`src/design/fys_pkg.sv`:
```
// Shared constants and types for the Fisher-Yates index sampler.
package fys_pkg;

  // Sizing of the sample list and of the stored indices
  localparam int MAX_WEIGHT  = 256;
  localparam int INDEX_BITS  = 24;
  localparam int POS_W       = $clog2(MAX_WEIGHT);
  localparam int CNT_W       = $clog2(MAX_WEIGHT + 1);

  // Fixed field widths
  localparam int RAND_W      = 32;
  localparam int COUNT_W     = 9;
  localparam int BOUND_W     = 24;
  localparam int OUT_VAL_W   = 24;
  localparam int OUT_POS_W   = 8;
  localparam int CFG_W       = 24;
  localparam int CFG_IDX_W   = 1;
  localparam int PROD_W      = RAND_W + BOUND_W;
  localparam int SUM_W       = BOUND_W + 1;

  // Register reset values
  localparam logic [COUNT_W-1:0] COUNT_RESET = COUNT_W'(134);
  localparam logic [BOUND_W-1:0] BOUND_RESET = BOUND_W'(24646);

  // Register indexes
  typedef enum logic [CFG_IDX_W-1:0] {
    REG_INDEX_COUNT = 1'b0,
    REG_INDEX_BOUND = 1'b1
  } cfg_reg_t;

  // Sequencer states
  typedef enum logic [2:0] {
    ST_IDLE,
    ST_MUL,
    ST_ADD,
    ST_SCAN,
    ST_DRAIN,
    ST_DECIDE
  } fys_state_t;

endpackage

```
`src/design/fys_cand.sv`:
```
// Candidate unit: scales the random word into the range from the position up to the bound.
module fys_cand (
  input  logic                              clk,
  input  logic                              mul_en,
  input  logic [fys_pkg::RAND_W-1:0]        word,
  input  logic [fys_pkg::POS_W-1:0]         pos,
  input  logic [fys_pkg::BOUND_W-1:0]       bound,
  output logic [fys_pkg::INDEX_BITS-1:0]    cand
);

  logic [fys_pkg::BOUND_W-1:0] pos_ext;
  logic [fys_pkg::BOUND_W-1:0] factor;
  logic [fys_pkg::PROD_W-1:0]  prod;
  logic [fys_pkg::BOUND_W-1:0] prod_hi;
  logic [fys_pkg::SUM_W-1:0]   sum;

  // Range factor, zero where the bound does not exceed the position
  always_comb begin
    pos_ext = fys_pkg::BOUND_W'(pos);
    factor  = (bound > pos_ext) ? (bound - pos_ext) : '0;
    prod    = fys_pkg::PROD_W'(word) * fys_pkg::PROD_W'(factor);
  end

  // Hold the upper part of the product
  always_ff @(posedge clk) begin
    if (mul_en) begin
      prod_hi <= prod[fys_pkg::PROD_W-1:fys_pkg::RAND_W];
    end
  end

  // Offset by the position and mask to the index width
  always_comb begin
    sum  = fys_pkg::SUM_W'(prod_hi) + fys_pkg::SUM_W'(pos);
    cand = fys_pkg::INDEX_BITS'(sum);
  end

endmodule

```
`config.mk`:
```
export PLATFORM = sky130hd
export DESIGN_NAME = fys_cand
export DESIGN_NICKNAME = d
export VERILOG_FILES = /design/src/design/fys_pkg.sv /design/src/design/fys_cand.sv
export SDC_FILE = /design/constraint.sdc
export NUM_CORES = 2
export LEC_CHECK = 0
export BUFFER_PORTS_ARGS = -buffer_cell sky130_fd_sc_hd__buf_2
export CAP_MARGIN = 15
export CORE_MARGIN = 3
export CORE_UTILIZATION = 23
export DETAILED_ROUTE_END_ITERATION = 7
export GPL_ROUTABILITY_DRIVEN = 0
export PLACE_DENSITY = 0.39
export SLEW_MARGIN = 20
export SYNTH_ARGS = -nofsm -noshare
export SYNTH_HDL_FRONTEND = slang
export SYNTH_SLANG_ARGS = --single-unit
export TNS_END_PERCENT = 5
```
`constraint.sdc`:
```
create_clock -name clk -period 9.3 [get_ports clk]
set_clock_uncertainty 0.05 [all_clocks]
set_input_delay 0.93 -clock clk [delete_from_list [all_inputs] [get_ports clk]]
set_output_delay 0.93 -clock clk [all_outputs]
set_load 0.02 [all_outputs]
```
==> impl_metrics.toml <==
[grt]
grt.overflow.total = 0
grt_pass1_wl_um = 153000
antenna_found_initial = 3
grt_pass1_vias = 23500
grtUsageTotal = 0.174
grt_start_max_net_pins = 25

[logic_synthesis]
synthesis.area_mm2 = 0.0264
synthArstFlopShare = 0
synth_edf_count = 24
synth_cells = 3037
ys_top_cells_by_area = "fa_1 (50%), inv_1 (10%), ha_1 (9.2%)"
synth.top_cell.area_share = 0.501
yosys_register_bits = 24
synth_nets = 3956
ys_warn_count = 0
syn_avg_cell_area_um2 = 8.68
ys_types = 63
seq_area_frac_synth = 0.0273
synth_largest_area_cell = "fa_1"
synth_ff_type = "edfxtp_1"

[layout]
finalCoreUtilization = 0.285
largest_reg_flops = 24
syn_to_final_growth_pct = 22.3
stdcell_area_mm2 = 0.0322
nNetsFinal = 4307
drive_above_1_share = 0.178
top_register = "prod_hi"
diodes = 0
reg.largest.list = "prod_hi x24"
n_fill_cell = 12300

[timing]
maxSlewHeadroom = 0.467
tightest_slew_ns = 0.799
fin_setup_tns_ns = -0.0133
grt_setup_unrepaired = "yes"
slew_violations = 0
max_freq_ghz = 0.107
setup_viol = 1
fin_crit_sh = 1.00
holdWs_ns = 1.15
hold_violations = 0
fin_ws_ns = -0.0133
fin_crit_ns = 9.31

[floorplanning]
rows = 123
core_area_mm2 = 0.113
die_x_um = 345
die_height_um = 345
die-area_mm2 = 0.119
initial_utilization = 0.233
boundaryPins = 90

[job]
cap_viol_max_count = 0

[critical_path]
slowest_delay_ns = 0.55
cpMostUsedCell = "fa_1"
cp_slowest_cell = "fa_1"
worstPathMaxFanout = 10
end_kind = "flip-flop"
path_class = "in -> reg"
cp.arrival_ns = 9.27
cp.required_ns = 9.26
cp-start-kind = "input port"

[min_path]
hold_path.class = "in -> reg"

[cts]
cts.root.buffer_cell = "clkbuf_16"
clock_path_buffers = 2
tritoncts = "yes"
path_clk_slew_ns = 0.06
cts_buffers = 3
cts.sinks = 24
ctsHoldBuffers = 0
htreeDepth = 1

[status]
violations = "negative setup slack"
status = "complete, but fails checks"

[placement]
hpwlAfterDp_um = 86300
port_buffers = 89
place_area_mm2 = 0.0316

[drt]
wire_per_inst_um = 20.7
drt_wl_total_um = 101000
routed_via_density = 4.37
drt-initial-drc-count = 1163
via_count = 21400
ant_nets = 0
post-route-drc-count = 0
firstDrtPassIters = 5
==> final timing paths <==
check / from / to / slack, ns / cells after the start
worst min-delay path: mul_en / prod_hi[23] / 1.15 / 1
worst max-delay path: pos[0] / prod_hi[23] / -0.01 / 34
==> worst max-delay path: cells and delay by family <==
| family | cells | cell delay [ns] |
|---|---|---|
| buffers and inverters | 10 | 1.06 |
| adder cells (fa/ha/maj) | 10 | 4.40 |
| AO/OA/AOI/OAI | 10 | 2.20 |
| AND/OR/NAND/NOR | 4 | 0.65 |
==> layout make-up <==
type / count / area, um2 / area share
timing repair buffer: 492 / 4010 / 0.124
tap: 1500 / 1880 / 0.0582
inverter: 710 / 2670 / 0.0827
clock buffer: 3 / 75.1 / 0.00233
multi-input combinational: 2157 / 22900 / 0.709
clock inverter: 1 / 30.0 / 0.000932
sequential: 24 / 721 / 0.0224
==> cells in the mapped netlist, drive strengths merged, types with 8 or more instances <==
cell	count
o21a	8
xnor2	36
inv	709
nand4	10
fa	659
nor2	91
ha	194
nand2b	8
buf	9
nor2b	10
a31oi	9
clkbuf	137
nor4	11
or3	9
a21o	19
nand3	60
o211ai	10
xor2	29
o21ai	79
a211oi	8
nand2	493
edfxtp	24
and3	11
a21oi	97
and2	228
nor3	23
==> per-layer routing <==
metal | wire (um) | track usage
met5 | 0 | 0
met3 | 6330 | 0.0279
met2 | 47500 | 0.290
met4 | 1560 | 0.0239
met1 | 45500 | 0.242
==> cell usage in the layout, fill, tap and decap left out, drive strengths merged, types with 4 or more instances in the layout <==
cell	n
inv	709
fa	659
nand2	493
buf	491
and2	228
ha	194
a21oi	97
nor2	91
o21ai	79
nand3	60
xnor2	36
xor2	29
edfxtp	24
nor3	23
a21o	19
and3	11
nor4	11
nor2b	10
o211ai	10
nand4	10
or3	9
a31oi	9
o21a	8
nand2b	8
a211oi	8
and4	7
a21boi	7
o21bai	6
a211o	4
a2111oi	4
==> stage by stage <==
| stage | std cells | worst slack, ns |
|---|---|---|
| 4_1_cts | 4886 | -0.0552 |
| 3_5_place_dp | 4874 | -0.476 |
| 6_report | 4887 | -0.0133 |
| 3_3_place_gp | 4874 | -0.555 |
| 2_1_floorplan | 3037 | 0.0845 |
| 5_1_grt | 4887 | -0.258 |
==> what timing repair did <==
action | CTS | global route
pin swaps | 5 | 11
gates cloned | 1 | 0
endpoints found under the setup margin | 18 | 24
gates resized for setup | 28 | 77
buffers inserted | 7 | 1
==> kinds of logic (layout without fill, tap and decap cells) <==
kind of cell | count (synthesis) | in the layout | synth area share
adders and majority gates | 853 | 853 | 0.593
DFF | 24 | 24 | 0.0273
muxes | 1 | 1 | 0.000380
and+or+nand+nor | 971 | 971 | 0.174
AOI/OAI and AO/OA | 267 | 267 | 0.0611
xor gates and xnor gates | 65 | 65 | 0.0216
buffers and inverters | 856 | 1206 | 0.123
Power is left out: the tool's default activity adds up to more than one toggle a clock period on the data nets, which glitch-free logic cannot reach.
