==> config.mk <==
export PLATFORM = sky130hd
export DESIGN_NAME = fys_ram
export DESIGN_NICKNAME = d
export VERILOG_FILES = /design/src/design/fys_ram.sv
export SDC_FILE = /design/constraint.sdc
export NUM_CORES = 1
export LEC_CHECK = 0
export BUFFER_PORTS_ARGS = -buffer_cell sky130_fd_sc_hd__buf_2
export CELL_PAD_IN_SITES_DETAIL_PLACEMENT = 1
export CELL_PAD_IN_SITES_GLOBAL_PLACEMENT = 1
export CORE_ASPECT_RATIO = 1.75
export CORE_MARGIN = 10
export CORE_UTILIZATION = 35
export CTS_CLUSTER_SIZE = 40
export DETAILED_ROUTE_END_ITERATION = 7
export PLACE_DENSITY = 0.65
export SYNTH_ARGS = -nofsm -noshare
export SYNTH_HDL_FRONTEND = slang
export SYNTH_SLANG_ARGS = --single-unit
==> constraint.sdc <==
create_clock -name clk -period 2.1 [get_ports clk]
set_input_delay 0.42 -clock clk [delete_from_list [all_inputs] [get_ports clk]]
set_output_delay 0.42 -clock clk [all_outputs]
set_load 0.05 [all_outputs]
==> src/design/fys_ram.sv <==
// Generic single-write, single-read RAM with registered read data.
module fys_ram #(
  parameter int WIDTH = 8,
  parameter int DEPTH = 16
) (
  input  logic                     clk,
  input  logic                     we,
  input  logic [$clog2(DEPTH)-1:0] waddr,
  input  logic [WIDTH-1:0]         wdata,
  input  logic                     re,
  input  logic [$clog2(DEPTH)-1:0] raddr,
  output logic [WIDTH-1:0]         rdata
);

  logic [WIDTH-1:0] mem [DEPTH];

  // Write port
  always_ff @(posedge clk) begin
    if (we) begin
      mem[waddr] <= wdata;
    end
  end

  // Registered read port
  always_ff @(posedge clk) begin
    if (re) begin
      rdata <= mem[raddr];
    end
  end

endmodule

==> load_flow_metrics.sql <==
INSERT INTO impl_metrics (metric_group, metric, value, unit) VALUES
('synth', 'synth_sequential_area_ratio', '78.12', '%'),
('global_route', 'first_global_vias', '2735', ''),
('global_route', 'initial_antenna_violation_count', '0', ''),
('detailed_routing', 'drt_first_iter_violations', '159', ''),
('setup_path', 'path_class', 'in2reg', ''),
('global_route', 'grt-ovfl-total', '0', ''),
('setup_path', 'critPathMaxStageDelay', '0.58', 'ns'),
('floorplanning', 'floorplan_core_area', '0.01476', 'mm^2'),
('setup_path', 'cp_cell_sequence', 'buf_2, buf_4, mux4_1, a22oi_1, nand2_1', ''),
('synth', 'synth.net_count', '248', ''),
('setup_path', 'worst_ep_required_time', '2.26', 'ns'),
('timing', 'fin_worst_skew', '0.006659', 'ns'),
('timing', 'final.period_utilization', '74.93', '%'),
('timing', 'final.setup.tns', '0', 'ns'),
('floorplanning', 'floorplan.die.height', '181.7', 'um'),
('synth', 'synthesis.instances', '229', ''),
('power', 'pleak', '2.136', 'nW'),
('timing', 'post-route-min-period', '1.574', 'ns'),
('power', 'powerDensity', '1032', 'mW/mm^2'),
('floorplanning', 'start_util', '35.41', '%'),
('cts', 'cts_root_buffer', 'sky130_fd_sc_hd__clkbuf_16', ''),
('placed_design', 'postPlaceCellArea', '0.005690', 'mm^2'),
('setup_path', 'rr_worst_depth', '3', ''),
('detailed_routing', 'drt_wl_total', '11.16', 'mm'),
('global_route', 'largest_net_degree_at_the_start_of_global_routing', '33', ''),
('synth', 'synth.largest_area_cell', 'sky130_fd_sc_hd__edfxtp_1', ''),
('floorplanning', 'io_pins', '27', ''),
('cts', 'cts-hold-fix-buffers', '0', ''),
('setup_path', 'reg_to_reg_critical_path_startpoint', 'mem[2][2]$_DFFE_PP_', ''),
('cts', 'buffer_count_from_post_cts_setup_fixing', '0', ''),
('cts', 'htree_levels', '4', ''),
('cells_and_area', 'fin_area', '0.006317', 'mm^2'),
('cells_and_area', 'filler_cell_count', '1407', ''),
('detailed_routing', 'ant_nets', '0', ''),
('cts', 'cts.path.max_buffers', '2', ''),
('power', 'max-vdd-ir-drop', '0.5495', 'mV'),
('floorplanning', 'floorplan.die_area', '0.02042', 'mm^2'),
('detailed_routing', 'detailroute.via_count', '2462', ''),
('setup_path', 'r2r-end', 'rdata[2]$_DFFE_PP_', ''),
('synth', 'post_synth_instance_area', '0.005228', 'mm^2'),
('timing', 'grt_setup_unrepaired', 'no', ''),
('timing', 'holdWs', '0.3778', 'ns'),
('floorplanning', 'chipWidth', '112.4', 'um'),
('setup_path', 'arrival_time_of_the_worst_setup_path', '1.73', 'ns'),
('timing', 'hold_viol_final', '0', ''),
('placed_design', 'hpwlAfterDp', '7.495', 'mm'),
('cts', 'cts_buffer_count', '17', ''),
('setup_path', 'worstSetupStartpointType', 'input pin', ''),
('detailed_routing', 'detail_route.first_pass.iterations', '4', ''),
('cells_and_area', 'drive_gt1_share', '32.78', '%'),
('cts', 'tritoncts', 'built', ''),
('worst_hold_path', 'worst_hold_path_type', 'in2reg', ''),
('flow_run', 'max-cap-violations', '0', ''),
('synth', 'yosys-top-cells-area', 'sky130_fd_sc_hd__edfxtp_1 (78%), sky130_fd_sc_hd__mux4_2 (7.8%), sky130_fd_sc_hd__mux4_1 (7.0%), sky130_fd_sc_hd__a22oi_1 (2.3%), sky130_fd_sc_hd__nor2_1 (0.93%)', ''),
('cells_and_area', 'n_antenna_cell', '0', ''),
('synth', 'synth.ff_latch_count', '136', ''),
('synth', 'yosys_warnings', '0', ''),
('synth', 'netlist.area_leader.share', '78.12', '%'),
('timing', 'timing.max_slew.rel_slack', '71.98', '%'),
('setup_path', 'critPathSlowestCell', 'sky130_fd_sc_hd__mux4_1', ''),
('placed_design', 'placement.io_buffers', '26', ''),
('cts', 'clock-sinks', '136', ''),
('cells_and_area', 'area_growth_from_synthesis_to_final_layout', '20.85', '%'),
('cells_and_area', 'nNetsFinal', '305', ''),
('setup_path', 'slack_of_the_worst_reg_to_reg_path', '0.63', 'ns'),
('placed_design', 'place.gp.congestion', '0.7208', ''),
('floorplanning', 'row_count', '59', ''),
('cts', 'post_cts_resized', '0', ''),
('synth', 'synth_cell_types', '18', ''),
('timing', 'setup-violations-final', '0', ''),
('outcome', 'run_status', 'completed', '');
kinds of logic (layout without fill, tap and decap cells):
group / after synthesis / after routing / synth area share, %
flops: 136 / 136 / 78.12
simple gates: 35 / 35 / 3.136
mux: 32 / 32 / 14.79
compound gates: 16 / 16 / 2.298
buf+inv: 10 / 80 / 1.651
area by class of cell:
class                           instances  area, um^2  share of cell area, %
Tap cell                              183       229.0                  3.624
Clock inverter                         14       197.7                  3.129
Timing Repair Buffer                   48       320.3                  5.070
Sequential cell                       136        4084                  64.65
Multi-Input combinational cell         83        1057                  16.74
Clock buffer                           18       429.2                  6.793
routing by layer:
layer  global-route usage [%]  vias to the layer above  share of wire, %
met5                        0                        -                 0
met2                    20.33                       52                58
li1                         -                     1095                 -
met3                    3.135                       11               3.3
met1                    11.77                     1304                37
met4                    5.352                        0               1.4
critical path: cells and delay by family:
kind,cells,cell delay (ns)
multiplexers,1,0.58
buffers and inverters,2,0.37
AO/OA/AOI/OAI,1,0.27
AND/OR/NAND/NOR,1,0.09
synth_stat cells, drive strengths merged:
cell type      number
edfxtp            136
mux4               32
nor3                4
a22oi              16
nand3b              2
clkdlybuf4s25       3
and2b               1
buf                 7
and2                1
nor2b               1
or3b                1
nand2b              2
nor2               13
nand2               9
nand3               1
cells in the final DEF (no fill, tap or decap):
master	synthesis	layout
sky130_fd_sc_hd__buf_12	0	2
sky130_fd_sc_hd__mux4_2	18	18
sky130_fd_sc_hd__clkinvlp_4	0	2
sky130_fd_sc_hd__mux4_1	14	14
sky130_fd_sc_hd__buf_4	1	20
sky130_fd_sc_hd__clkbuf_16	0	17
sky130_fd_sc_hd__buf_2	3	26
sky130_fd_sc_hd__and2b_1	1	1
sky130_fd_sc_hd__clkbuf_1	0	1
sky130_fd_sc_hd__inv_6	0	2
sky130_fd_sc_hd__or3b_2	1	1
sky130_fd_sc_hd__bufinv_16	0	4
sky130_fd_sc_hd__a22oi_1	16	16
sky130_fd_sc_hd__nor3_1	4	4
sky130_fd_sc_hd__nand2_1	9	9
sky130_fd_sc_hd__nand3b_1	2	2
sky130_fd_sc_hd__clkinv_4	0	4
sky130_fd_sc_hd__nand3_1	1	1
sky130_fd_sc_hd__clkinv_2	0	2
sky130_fd_sc_hd__nor2b_1	1	1
sky130_fd_sc_hd__edfxtp_1	136	136
sky130_fd_sc_hd__and2_1	1	1
sky130_fd_sc_hd__nor2_1	13	13
sky130_fd_sc_hd__nand2b_1	2	2
how the worst max path moves through the flow:
stage                        start                  end  slack [ns]  depth (start not counted)
after floorplan           waddr[2]  mem[0][0]$_DFFE_PP_        0.19                          2
after global placement    raddr[0]   rdata[2]$_DFFE_PP_        0.09                          5
after detailed placement  raddr[0]   rdata[2]$_DFFE_PP_        0.06                          5
after CTS                 raddr[0]   rdata[2]$_DFFE_PP_        0.50                          5
after global routing      raddr[0]   rdata[2]$_DFFE_PP_        0.42                          5
final                     raddr[0]   rdata[2]$_DFFE_PP_        0.53                          5
metrics by stage:
stage | total power (W) | worst slack [ns] | util, %
after floorplan | 0.003328 | 0.1871 | -
after global placement | 0.003455 | 0.08775 | 38.54
after detailed placement | 0.003467 | 0.06442 | 38.54
after CTS | 0.006597 | 0.5044 | 42.79
after global routing | 0.006741 | 0.4169 | 42.79
final | 0.006518 | 0.5265 | 42.79
state kept, by name, summed over array words and instances, names as in the netlist:
name   cells
mem      128
rdata      8
report_power, final:
group | switching, W | total [W] | internal, W | leakage [nW]
logic | 0.000201 | 0.000324 | 0.000122 | 0.599
clock network | 0.00112 | 0.00312 | 0.00200 | 0.301
registers | 0.0000180 | 0.00308 | 0.00306 | 1.24
(Power assumes the default switching activity.)
